**src/rtl/core/rational_arithmetic_unit_core_macros.svh**
```systemverilog
// Assertion macros for the rational arithmetic unit core.
// No dependencies; included by the modules that carry checks.
`ifndef RATIONAL_ARITHMETIC_UNIT_CORE_MACROS_SVH
`define RATIONAL_ARITHMETIC_UNIT_CORE_MACROS_SVH
`ifndef SYNTH
// same-cycle implication
`define RAU_ASSERT_IMP(label, clk, rst, ante, cons) \
   label: assert property (@(posedge clk) disable iff (rst) (ante) |-> (cons)) \
      else $error("rau assertion failed");
// next-cycle implication
`define RAU_ASSERT_NXT(label, clk, rst, ante, cons) \
   label: assert property (@(posedge clk) disable iff (rst) (ante) |=> (cons)) \
      else $error("rau assertion failed");
`else
`define RAU_ASSERT_IMP(label, clk, rst, ante, cons)
`define RAU_ASSERT_NXT(label, clk, rst, ante, cons)
`endif
`endif

```
**src/rtl/core/rau_pkg.sv**
```systemverilog
// Shared constants, codes and handshake types for the rational arithmetic unit.
// No dependencies.
package rau_pkg;

   localparam int OPERAND_WIDTH_DEF = 16;
   localparam int OP_WIDTH          = 2;
   localparam int NUM_WIDTH         = 33;
   localparam int DEN_WIDTH         = 31;
   localparam int SIGN_WIDTH        = 2;
   localparam int EXT_WIDTH         = 64;

   localparam logic [OP_WIDTH-1:0] OP_ADD = 2'd0;
   localparam logic [OP_WIDTH-1:0] OP_SUB = 2'd1;
   localparam logic [OP_WIDTH-1:0] OP_MUL = 2'd2;
   localparam logic [OP_WIDTH-1:0] OP_DIV = 2'd3;

   localparam logic [SIGN_WIDTH-1:0] SIGN_NEG  = 2'd0;
   localparam logic [SIGN_WIDTH-1:0] SIGN_ZERO = 2'd1;
   localparam logic [SIGN_WIDTH-1:0] SIGN_POS  = 2'd2;

   typedef struct packed {
      logic go;
   } unit_ctl_type;

   typedef struct packed {
      logic busy;
      logic done;
   } unit_sts_type;

endpackage

```
**src/rtl/core/rau_gcd.sv**
```systemverilog
// Binary GCD unit: one subtract/compare or shift per cycle.
// Depends on rau_pkg.
module rau_gcd #(
   parameter int MAG_WIDTH = 2 * rau_pkg::OPERAND_WIDTH_DEF
) (
   input  logic                   clock,
   input  logic                   reset,
   input  rau_pkg::unit_ctl_type  ctl,
   input  logic [MAG_WIDTH-1:0]   op_a,
   input  logic [MAG_WIDTH-1:0]   op_b,
   output logic [MAG_WIDTH-1:0]   gcd,
   output rau_pkg::unit_sts_type  sts
);

   localparam int KW = $clog2(MAG_WIDTH + 1);

   localparam logic [1:0] G_IDLE    = 2'd0;
   localparam logic [1:0] G_STRIP   = 2'd1;
   localparam logic [1:0] G_REDUCE  = 2'd2;
   localparam logic [1:0] G_RESTORE = 2'd3;

   logic [1:0]           state_ff, state_in;
   logic [MAG_WIDTH-1:0] u_ff, u_in;
   logic [MAG_WIDTH-1:0] v_ff, v_in;
   logic [KW-1:0]        k_ff, k_in;
   logic [MAG_WIDTH:0]   diff;

   assign diff = {1'b0, u_ff} - {1'b0, v_ff};

   always_comb begin
      state_in = state_ff;
      u_in     = u_ff;
      v_in     = v_ff;
      k_in     = k_ff;
      case (state_ff)
         G_IDLE: begin
            if (ctl.go) begin
               u_in     = op_a;
               v_in     = op_b;
               k_in     = '0;
               state_in = G_STRIP;
            end
         end
         G_STRIP: begin
            // pull common factors of two out first
            if (!u_ff[0] && !v_ff[0]) begin
               u_in = u_ff >> 1;
               v_in = v_ff >> 1;
               k_in = k_ff + KW'(1);
            end else begin
               state_in = G_REDUCE;
            end
         end
         G_REDUCE: begin
            if (u_ff == '0) begin
               u_in     = v_ff;
               state_in = G_RESTORE;
            end else if (v_ff == '0) begin
               state_in = G_RESTORE;
            end else if (!u_ff[0]) begin
               u_in = u_ff >> 1;
            end else if (!v_ff[0]) begin
               v_in = v_ff >> 1;
            end else if (!diff[MAG_WIDTH]) begin
               u_in = {1'b0, diff[MAG_WIDTH-1:1]};
            end else begin
               // u < v: swap so the next step subtracts the smaller one
               u_in = v_ff;
               v_in = u_ff;
            end
         end
         G_RESTORE: begin
            if (k_ff == '0) begin
               state_in = G_IDLE;
            end else begin
               u_in = u_ff << 1;
               k_in = k_ff - KW'(1);
            end
         end
         default: begin
            state_in = G_IDLE;
         end
      endcase
   end

   always_ff @(posedge clock) begin
      if (reset) begin
         state_ff <= G_IDLE;
      end else begin
         state_ff <= state_in;
      end
      u_ff <= u_in;
      v_ff <= v_in;
      k_ff <= k_in;
   end

   assign gcd      = u_ff;
   assign sts.busy = (state_ff != G_IDLE);
   assign sts.done = (state_ff == G_RESTORE) && (k_ff == '0);

endmodule

```
**src/rtl/core/rau_div.sv**
```systemverilog
// Restoring divider, one quotient bit per cycle.
// Depends on rau_pkg.
module rau_div #(
   parameter int MAG_WIDTH = 2 * rau_pkg::OPERAND_WIDTH_DEF
) (
   input  logic                   clock,
   input  logic                   reset,
   input  rau_pkg::unit_ctl_type  ctl,
   input  logic [MAG_WIDTH-1:0]   dividend,
   input  logic [MAG_WIDTH-1:0]   divisor,
   output logic [MAG_WIDTH-1:0]   quotient,
   output rau_pkg::unit_sts_type  sts
);

   localparam int CW = $clog2(MAG_WIDTH);

   logic                 active_ff, active_in;
   logic                 done_ff, done_in;
   logic [MAG_WIDTH-1:0] rem_ff, rem_in;
   logic [MAG_WIDTH-1:0] quo_ff, quo_in;
   logic [MAG_WIDTH-1:0] dsr_ff, dsr_in;
   logic [CW-1:0]        cnt_ff, cnt_in;
   logic [MAG_WIDTH:0]   rem_sh;
   logic [MAG_WIDTH+1:0] trial;
   logic                 last;

   assign rem_sh = {rem_ff, quo_ff[MAG_WIDTH-1]};
   assign trial  = {1'b0, rem_sh} - {2'b00, dsr_ff};
   assign last   = (cnt_ff == CW'(MAG_WIDTH - 1));

   always_comb begin
      active_in = active_ff;
      done_in   = 1'b0;
      rem_in    = rem_ff;
      quo_in    = quo_ff;
      dsr_in    = dsr_ff;
      cnt_in    = cnt_ff;
      if (active_ff) begin
         if (!trial[MAG_WIDTH+1]) begin
            rem_in = trial[MAG_WIDTH-1:0];
            quo_in = {quo_ff[MAG_WIDTH-2:0], 1'b1};
         end else begin
            rem_in = rem_sh[MAG_WIDTH-1:0];
            quo_in = {quo_ff[MAG_WIDTH-2:0], 1'b0};
         end
         cnt_in = cnt_ff + CW'(1);
         if (last) begin
            active_in = 1'b0;
            done_in   = 1'b1;
         end
      end else if (ctl.go) begin
         active_in = 1'b1;
         rem_in    = '0;
         quo_in    = dividend;
         dsr_in    = divisor;
         cnt_in    = '0;
      end
   end

   always_ff @(posedge clock) begin
      if (reset) begin
         active_ff <= 1'b0;
         done_ff   <= 1'b0;
      end else begin
         active_ff <= active_in;
         done_ff   <= done_in;
      end
      rem_ff <= rem_in;
      quo_ff <= quo_in;
      dsr_ff <= dsr_in;
      cnt_ff <= cnt_in;
   end

   assign quotient = quo_ff;
   assign sts.busy = active_ff;
   assign sts.done = done_ff;

endmodule

```
**src/rtl/core/rational_arithmetic_unit_core.sv**
```systemverilog
// Rational arithmetic unit: cross multiply, GCD reduce, sign normalize.
// Depends on rau_pkg, rau_gcd, rau_div and rational_arithmetic_unit_core_macros.svh.
// A zero denominator or zero divisor goes from accept straight to the result state, and a
// zero result skips the GCD and both divides. One item at a time: start is taken only in
// idle, after the previous result has been shown; there are no stalls.
// Synchronous active-high reset returns the sequencer to idle; no result is pending.
`include "rational_arithmetic_unit_core_macros.svh"

module rational_arithmetic_unit_core #(
   parameter int OPERAND_WIDTH = rau_pkg::OPERAND_WIDTH_DEF
) (
   input  logic                                 clock,
   input  logic                                 reset,
   input  logic                                 start,
   output logic                                 busy,
   input  logic [rau_pkg::OP_WIDTH-1:0]         req_op,
   input  logic signed [OPERAND_WIDTH-1:0]      req_a_num,
   input  logic signed [OPERAND_WIDTH-1:0]      req_a_den,
   input  logic signed [OPERAND_WIDTH-1:0]      req_b_num,
   input  logic signed [OPERAND_WIDTH-1:0]      req_b_den,
   output logic                                 rsp_valid,
   output logic signed [rau_pkg::NUM_WIDTH-1:0] rsp_res_num,
   output logic [rau_pkg::DEN_WIDTH-1:0]        rsp_res_den,
   output logic [rau_pkg::SIGN_WIDTH-1:0]       rsp_res_sign,
   output logic                                 rsp_err
);

   localparam int PW = 2 * OPERAND_WIDTH;     // product width
   localparam int SW = PW + 1;                // signed numerator width
   localparam int MW = PW;                    // magnitude width
   localparam int EW = rau_pkg::EXT_WIDTH;

   localparam logic [3:0] S_IDLE = 4'd0;
   localparam logic [3:0] S_MA   = 4'd1;
   localparam logic [3:0] S_MB   = 4'd2;
   localparam logic [3:0] S_MC   = 4'd3;
   localparam logic [3:0] S_MD   = 4'd4;
   localparam logic [3:0] S_CHK  = 4'd5;
   localparam logic [3:0] S_GCD  = 4'd6;
   localparam logic [3:0] S_DIVN = 4'd7;
   localparam logic [3:0] S_DIVD = 4'd8;
   localparam logic [3:0] S_OUT  = 4'd9;

   logic [3:0]                    state_ff, state_in;
   logic [rau_pkg::OP_WIDTH-1:0]  op_ff, op_in;
   logic signed [OPERAND_WIDTH-1:0] an_ff, an_in, ad_ff, ad_in;
   logic signed [OPERAND_WIDTH-1:0] bn_ff, bn_in, bd_ff, bd_in;
   logic signed [OPERAND_WIDTH-1:0] mul_x, mul_y;
   logic signed [PW-1:0]          prod_ff, prod_in;
   logic signed [SW-1:0]          num_ff, num_in;
   logic signed [PW-1:0]          den_ff, den_in;
   logic signed [SW-1:0]          num_abs;
   logic signed [PW-1:0]          den_abs;
   logic [MW-1:0]                 un_ff, un_in, ud_ff, ud_in;
   logic [MW-1:0]                 g_ff, g_in, qn_ff, qn_in;
   logic                          neg_ff, neg_in;
   logic [SW-1:0]                 qn_ext;
   logic signed [SW-1:0]          num_sv;
   logic [EW-1:0]                 num_wide, den_wide;

   logic signed [rau_pkg::NUM_WIDTH-1:0] rnum_ff, rnum_in;
   logic [rau_pkg::DEN_WIDTH-1:0]        rden_ff, rden_in;
   logic [rau_pkg::SIGN_WIDTH-1:0]       rsign_ff, rsign_in;
   logic                                 rerr_ff, rerr_in;

   rau_pkg::unit_ctl_type gcd_ctl, div_ctl;
   rau_pkg::unit_sts_type gcd_sts, div_sts;
   logic [MW-1:0]         gcd_g, div_q, div_dvd, div_dsr;

   logic accept, bad_in;

   assign accept = start && (state_ff == S_IDLE);
   assign bad_in = (req_a_den == '0) || (req_b_den == '0) ||
                   ((req_op == rau_pkg::OP_DIV) && (req_b_num == '0));

   // shared multiplier operand select
   always_comb begin
      case (state_ff)
         S_MA: begin
            mul_x = an_ff;
            mul_y = (op_ff == rau_pkg::OP_MUL) ? bn_ff : bd_ff;
         end
         S_MB: begin
            mul_x = bn_ff;
            mul_y = ad_ff;
         end
         default: begin
            mul_x = ad_ff;
            mul_y = (op_ff == rau_pkg::OP_DIV) ? bn_ff : bd_ff;
         end
      endcase
   end

   assign prod_in = PW'(mul_x) * PW'(mul_y);

   assign num_abs  = num_ff[SW-1] ? -num_ff : num_ff;
   assign den_abs  = den_ff[PW-1] ? -den_ff : den_ff;
   assign qn_ext   = {1'b0, qn_ff};
   assign num_sv   = neg_ff ? -signed'(qn_ext) : signed'(qn_ext);
   assign num_wide = EW'(num_sv);
   assign den_wide = EW'(div_q);

   always_comb begin
      state_in    = state_ff;
      op_in       = op_ff;
      an_in       = an_ff;
      ad_in       = ad_ff;
      bn_in       = bn_ff;
      bd_in       = bd_ff;
      num_in      = num_ff;
      den_in      = den_ff;
      un_in       = un_ff;
      ud_in       = ud_ff;
      g_in        = g_ff;
      qn_in       = qn_ff;
      neg_in      = neg_ff;
      rnum_in     = rnum_ff;
      rden_in     = rden_ff;
      rsign_in    = rsign_ff;
      rerr_in     = rerr_ff;
      gcd_ctl.go  = 1'b0;
      div_ctl.go  = 1'b0;
      div_dvd     = un_ff;
      div_dsr     = gcd_g;
      case (state_ff)
         S_IDLE: begin
            if (accept) begin
               op_in = req_op;
               an_in = req_a_num;
               ad_in = req_a_den;
               bn_in = req_b_num;
               bd_in = req_b_den;
               if (bad_in) begin
                  rnum_in  = '0;
                  rden_in  = rau_pkg::DEN_WIDTH'(1);
                  rsign_in = rau_pkg::SIGN_ZERO;
                  rerr_in  = 1'b1;
                  state_in = S_OUT;
               end else begin
                  state_in = S_MA;
               end
            end
         end
         S_MA: begin
            state_in = S_MB;
         end
         S_MB: begin
            num_in   = SW'(prod_ff);
            state_in = S_MC;
         end
         S_MC: begin
            if (op_ff == rau_pkg::OP_ADD) begin
               num_in = num_ff + SW'(prod_ff);
            end else if (op_ff == rau_pkg::OP_SUB) begin
               num_in = num_ff - SW'(prod_ff);
            end
            state_in = S_MD;
         end
         S_MD: begin
            den_in   = prod_ff;
            state_in = S_CHK;
         end
         S_CHK: begin
            if (num_ff == '0) begin
               rnum_in  = '0;
               rden_in  = rau_pkg::DEN_WIDTH'(1);
               rsign_in = rau_pkg::SIGN_ZERO;
               rerr_in  = 1'b0;
               state_in = S_OUT;
            end else begin
               un_in      = num_abs[MW-1:0];
               ud_in      = den_abs;
               neg_in     = num_ff[SW-1] ^ den_ff[PW-1];
               gcd_ctl.go = 1'b1;
               state_in   = S_GCD;
            end
         end
         S_GCD: begin
            if (gcd_sts.done) begin
               g_in       = gcd_g;
               div_ctl.go = 1'b1;
               div_dvd    = un_ff;
               div_dsr    = gcd_g;
               state_in   = S_DIVN;
            end
         end
         S_DIVN: begin
            if (div_sts.done) begin
               qn_in      = div_q;
               div_ctl.go = 1'b1;
               div_dvd    = ud_ff;
               div_dsr    = g_ff;
               state_in   = S_DIVD;
            end
         end
         S_DIVD: begin
            if (div_sts.done) begin
               rnum_in  = num_wide[rau_pkg::NUM_WIDTH-1:0];
               rden_in  = den_wide[rau_pkg::DEN_WIDTH-1:0];
               rsign_in = neg_ff ? rau_pkg::SIGN_NEG : rau_pkg::SIGN_POS;
               rerr_in  = 1'b0;
               state_in = S_OUT;
            end
         end
         S_OUT: begin
            state_in = S_IDLE;
         end
         default: begin
            state_in = S_IDLE;
         end
      endcase
   end

   always_ff @(posedge clock) begin
      if (reset) begin
         state_ff <= S_IDLE;
      end else begin
         state_ff <= state_in;
      end
      op_ff    <= op_in;
      an_ff    <= an_in;
      ad_ff    <= ad_in;
      bn_ff    <= bn_in;
      bd_ff    <= bd_in;
      prod_ff  <= prod_in;
      num_ff   <= num_in;
      den_ff   <= den_in;
      un_ff    <= un_in;
      ud_ff    <= ud_in;
      g_ff     <= g_in;
      qn_ff    <= qn_in;
      neg_ff   <= neg_in;
      rnum_ff  <= rnum_in;
      rden_ff  <= rden_in;
      rsign_ff <= rsign_in;
      rerr_ff  <= rerr_in;
   end

   rau_gcd #(
      .MAG_WIDTH (MW)
   ) u_gcd (
      .clock (clock),
      .reset (reset),
      .ctl   (gcd_ctl),
      .op_a  (num_abs[MW-1:0]),
      .op_b  (den_abs),
      .gcd   (gcd_g),
      .sts   (gcd_sts)
   );

   rau_div #(
      .MAG_WIDTH (MW)
   ) u_div (
      .clock    (clock),
      .reset    (reset),
      .ctl      (div_ctl),
      .dividend (div_dvd),
      .divisor  (div_dsr),
      .quotient (div_q),
      .sts      (div_sts)
   );

   assign busy         = (state_ff != S_IDLE);
   assign rsp_valid    = (state_ff == S_OUT);
   assign rsp_res_num  = rnum_ff;
   assign rsp_res_den  = rden_ff;
   assign rsp_res_sign = rsign_ff;
   assign rsp_err      = rerr_ff;

   `RAU_ASSERT_IMP(a_zero_sign_num, clock, reset,
                   rsp_valid && rsp_res_sign == rau_pkg::SIGN_ZERO, rsp_res_num == '0)
   `RAU_ASSERT_IMP(a_err_is_zero, clock, reset, rsp_valid && rsp_err,
                   rsp_res_sign == rau_pkg::SIGN_ZERO && rsp_res_den == rau_pkg::DEN_WIDTH'(1))
   `RAU_ASSERT_NXT(a_accept_busy, clock, reset, start && !busy, busy)
   `RAU_ASSERT_IMP(a_units_exclusive, clock, reset, gcd_sts.busy, !div_sts.busy)
   `RAU_ASSERT_NXT(a_result_idle, clock, reset, rsp_valid, !busy)

endmodule

```
**config.mk**
```make
export PLATFORM = sky130hd
export DESIGN_NAME = rational_arithmetic_unit_core
export DESIGN_NICKNAME = d
export VERILOG_FILES = /design/src/rtl/core/rau_pkg.sv /design/src/rtl/core/rau_gcd.sv /design/src/rtl/core/rau_div.sv /design/src/rtl/core/rational_arithmetic_unit_core.sv
export VERILOG_INCLUDE_DIRS = /design/src /design/src/rtl/core
export SDC_FILE = /design/constraint.sdc
export NUM_CORES = 2
export LEC_CHECK = 0
export ABC_CLOCK_PERIOD_IN_PS = 21000
export BUFFER_PORTS_ARGS = -buffer_cell sky130_fd_sc_hd__buf_2
export CORE_MARGIN = 2
export CORE_UTILIZATION = 45
export DETAILED_ROUTE_END_ITERATION = 12
export MAX_ROUTING_LAYER = met4
export SYNTH_ARGS = -nofsm -noshare
export SYNTH_HDL_FRONTEND = slang
export SYNTH_SLANG_ARGS = --single-unit
export TNS_END_PERCENT = 5
```
**constraint.sdc**
```tcl
create_clock -name clock -period 21 [get_ports clock]
set_input_delay 1.05 -clock clock [delete_from_list [all_inputs] [get_ports clock]]
set_output_delay 1.05 -clock clock [all_outputs]
set_load 0.01 [all_outputs]
```
==> insert_results.sql <==
INSERT INTO impl_metrics (metric_group, metric, value, unit) VALUES
('cts', 'clock_latency', '0.66', 'ns'),
('critical_path', 'worstPathArrival', '10.01', 'ns'),
('cts', 'cts-resized-gates', '0', ''),
('detailed_routing', 'detailedRoute.firstPassIterationCount', '6', ''),
('cts', 'clk_path_buf_depth', '3', ''),
('global_routing', 'first_global_vias', '29100', ''),
('timing', 'maxSlewHeadroom', '19.4', '%'),
('timing', 'final_critical_path_setup_slack', '11.52', 'ns'),
('detailed_routing', 'met2RoutedLength', '48100', 'µm'),
('synth', 'yosys_warnings', '0', ''),
('synth', 'ys_types', '85', ''),
('detailed_routing', 'wl_met1', '48400', 'µm'),
('timing', 'setup_viol_count_final', '0', ''),
('synth', 'synth.avg_cell_area', '10.2', 'µm²'),
('critical_path', 'critical_path_peak_fanout', '17', ''),
('place', 'gp_routability_congestion', '0.920', ''),
('die', 'dieArea', '0.0902', 'mm²'),
('cts', 'tritoncts', 'done', ''),
('detailed_routing', 'via_per_inst', '5.70', ''),
('synth', 'synth_enable_flop_cells', '498', ''),
('critical_path', 'r2r_slack', '11.52', 'ns'),
('place', 'placement_setup_slack', '11.64', 'ns'),
('global_routing', 'grt_pass1_wl', '168000', 'µm'),
('detailed_routing', 'highest-signal-layer', 'met4', ''),
('run_status', 'run_status', 'complete, no violations', ''),
('timing', 'final.min_clock_period', '9.48', 'ns'),
('global_routing', 'globalRoute.totalOverflow', '0', ''),
('synth', 'netlist_instances', '3888', ''),
('timing', 'worst_slew_pin_slew', '1.20', 'ns'),
('cts', 'ctsHoldBuffers', '0', ''),
('detailed_routing', 'drtAntennaViolNets', '0', ''),
('min_path', 'number_of_stages_on_the_worst_hold_path', '0', ''),
('min_path', 'hold_class', 'flip-flop to flip-flop', ''),
('critical_path', 'worstSetupPathType', 'flip-flop to flip-flop', ''),
('synth', 'mappedNetlistArea', '0.0395', 'mm²'),
('synth', 'postSynth.asyncResetShare', '0', '%'),
('global_routing', 'grt_start_max_net_pins', '79', ''),
('cts', 'setup_repair_bufs_after_cts', '0', ''),
('detailed_routing', 'postRouteWirelength', '106000', 'µm'),
('cts', 'clk_pin_slew', '0.06', 'ns'),
('critical_path', 'timing.critical_path.from_type', 'flip-flop', ''),
('finish', 'flow.area_growth_from_synthesis', '10.3', '%'),
('synth', 'yosysSeqAreaShare', '39.9', '%'),
('critical_path', 'timing.critical_path.from', 'state_ff[0]', ''),
('place', 'io_buffer_count', '137', ''),
('timing', 'timing_hold_violations_final', '0', ''),
('timing', 'fmaxAchievable', '0.106', 'GHz'),
('finish', 'post_route_cells_drive_above_1_share', '9.40', '%'),
('critical_path', 'worst-endpoint-required', '21.53', 'ns'),
('critical_path', 'rr_worst_depth', '22', ''),
('finish', 'layout.nets', '4501', ''),
('critical_path', 'worst_setup_path_end_kind', 'flip-flop', ''),
('timing', 'worst_clock_skew', '0.0493', 'ns'),
('detailed_routing', 'routed_wire_length_per_instance', '20.5', 'µm'),
('synth', 'ys_seq_elements', '538', ''),
('cts', 'ctsHtreeMaxLevel', '2', ''),
('die', 'start_util', '45.5', '%'),
('synth', 'ys.flop_type', 'edfxtp_1', ''),
('detailed_routing', 'detailroute.wirelength.met3', '7610', 'µm'),
('critical_path', 'regToRegEndpoint', 'prod_ff[30]', ''),
('job', 'maxCapViolCount', '0', ''),
('die', 'ios', '138', ''),
('place', 'place_hpwl', '81600', 'µm'),
('global_routing', 'global_route_usage_over_all_layers', '24.5', '%'),
('cts', 'tritoncts_num_sinks', '538', ''),
('die', 'dieHeight', '300', 'µm'),
('die', 'placementRows', '108', ''),
('detailed_routing', 'drc_errors_left', '0', ''),
('die', 'placeableCoreArea', '0.0869', 'mm²'),
('cts', 'cts_inserted_buffers', '60', ''),
('die', 'die_width', '300', 'µm'),
('cts', 'clock_tree.root_cell', 'clkbuf_16', ''),
('synth', 'postSynthNetCount', '4415', ''),
('critical_path', 'crit_path_end', 'prod_ff[30]', ''),
('timing', 'final-max-slew-violation-count', '0', ''),
('critical_path', 'critical_path.reg2reg.startpoint', 'state_ff[0]', ''),
('timing', 'rsz0062_at_grt', 'no', ''),
('timing', 'final_min_period_over_clock_period', '45.1', '%'),
('timing', 'setup_tns', '0', 'ns'),
('global_routing', 'grt_antenna_before_repair', '7', ''),
('detailed_routing', 'num_vias', '29500', ''),
('detailed_routing', 'drt_iter0_drc', '2922', '');
## per-layer routing
metal,global-route usage (%),up-vias
met5,-,-
met4,4.99,0
met3,3.36,118
met2,37.6,1056
met1,34.9,14500
li1,-,13900
## cell usage in the layout (no fill, tap or decap), types with 23 or more instances in the layout
| master | n |
|---|---|
| a211oi_1 | 37 |
| dfxtp_1 | 39 |
| nor2_1 | 326 |
| nand2_1 | 400 |
| clkbuf_16 | 60 |
| fa_1 | 266 |
| mux2i_1 | 70 |
| a221oi_1 | 29 |
| or3_1 | 29 |
| o21a_1 | 23 |
| a22oi_1 | 47 |
| nor3_1 | 47 |
| buf_2 | 137 |
| xor2_1 | 85 |
| nand2b_1 | 37 |
| o21ai_0 | 192 |
| xnor2_1 | 138 |
| a21o_1 | 46 |
| mux2_2 | 28 |
| a21oi_1 | 214 |
| o21bai_1 | 28 |
| a31oi_1 | 24 |
| and3_1 | 47 |
| nand3_1 | 54 |
| o31ai_1 | 49 |
| and2_1 | 30 |
| buf_4 | 48 |
| ha_1 | 191 |
| inv_1 | 434 |
| nor4_1 | 48 |
| edfxtp_1 | 498 |
## cells in the mapped netlist, types with 7 or more instances
cell type  count  area [µm²]
edfxtp_1     498       15000
inv_1        435        1630
nand2_1      400        1500
nor2_1       329        1230
fa_1         266        5330
a21oi_1      215        1080
ha_1         192        2400
o21ai_0      192         961
clkbuf_1     145         544
xnor2_1      138        1210
xor2_1        85         744
mux2i_1       70         701
nand3_1       55         275
nor3_1        51         255
nor4_1        50         313
o31ai_1       49         368
a22oi_1       47         353
and3_1        47         294
a21o_1        46         345
dfxtp_1       40         801
a211oi_1      38         285
nand2b_1      38         238
a221oi_1      30         263
and2_1        30         188
or3_1         29         181
mux2_2        28         315
o21bai_1      28         210
a31oi_1       24         150
o21a_1        23         173
a221o_1       18         180
nand4_1       18         113
or2_2         18         113
o211ai_1      14         105
or4_1         13        97.6
a211o_1       12         105
a21boi_0      11        82.6
nor2b_1       11        68.8
buf_1          9        33.8
o22ai_1        9        56.3
o41ai_1        9        78.8
a311oi_1       8        70.1
o2111ai_1      8        70.1
o211a_1        7        70.1
o221a_2        7        78.8
o31a_1         7        61.3
## cells by family after synthesis
| group | synth area share (%) |
|---|---|
| compound gates | 14.2 |
| xor+xnor | 4.95 |
| fa+ha+maj | 19.6 |
| buf+inv | 5.73 |
| flops | 39.9 |
| mux | 2.57 |
| simple gates | 13.1 |
## cell type report
type / instances / area, µm²
fill: 7979 / 43300
multi-input combinational: 2751 / 21600
sequential: 538 / 15800
inverter: 438 / 1650
clock buffer: 65 / 1530
tap: 1155 / 1450
timing repair buffer: 185 / 1050
clock inverter: 45 / 541
antenna: 1 / 2.50
## worst max-delay path: stages (launching register included)
cell	delay (ns)
dfxtp_1	0.70
nor2b_1	0.38
nand2_1	0.46
nand2b_1	0.70
a21oi_1	0.12
a211o_1	0.41
nand2_1	0.17
inv_1	0.10
fa_1	0.67
fa_1	0.91
fa_1	0.52
fa_1	0.57
fa_1	0.43
fa_1	0.45
ha_1	0.38
and3_1	0.21
and3_1	0.21
a221oi_1	0.24
o31a_1	0.27
nor4b_1	0.58
nor3_1	0.20
or4_1	0.54
o2111ai_1	0.12
## through the flow
| stage | utilization, % | hold slack [ns] | area, µm² | instances |
|---|---|---|---|---|
| after global routing | 50.1 | 0.488 | 43600 | 5178 |
| after floorplan | - | 0.441 | 39500 | 3888 |
| final | 50.1 | 0.471 | 43600 | 5178 |
| after CTS | 50.1 | 0.465 | 43600 | 5177 |
| after detailed placement | 47.8 | 0.454 | 41500 | 5067 |
| after global placement | 47.8 | 0.453 | 41500 | 5067 |
## how the worst min path moves through the flow
stage / slack [ns] / endpoint / from
floorplan: 0.44 / qn_ff[0] / u_div.quotient[0]
global placement: 0.45 / qn_ff[19] / u_div.quotient[19]
detailed placement: 0.45 / qn_ff[21] / u_div.quotient[21]
CTS: 0.47 / qn_ff[21] / u_div.quotient[21]
global route: 0.49 / qn_ff[21] / u_div.quotient[21]
finish: 0.47 / qn_ff[21] / u_div.quotient[21]
## registers in the layout, indices dropped and copies added, names as in the netlist, 31 cells and up
| name | flops |
|---|---|
| num_ff | 33 |
| u_gcd.v_ff | 32 |
| g_ff | 32 |
| u_div.quotient | 32 |
| un_ff | 32 |
| u_gcd.gcd | 32 |
| u_div.rem_ff | 32 |
| rsp_res_den | 31 |
| u_div.dsr_ff | 32 |
| prod_ff | 32 |
| ud_ff | 32 |
| qn_ff | 32 |
| rsp_res_num | 33 |
| den_ff | 32 |
Power is not shown: default switching activity piles up to over one toggle a cycle in this logic, so the estimate is an artifact.
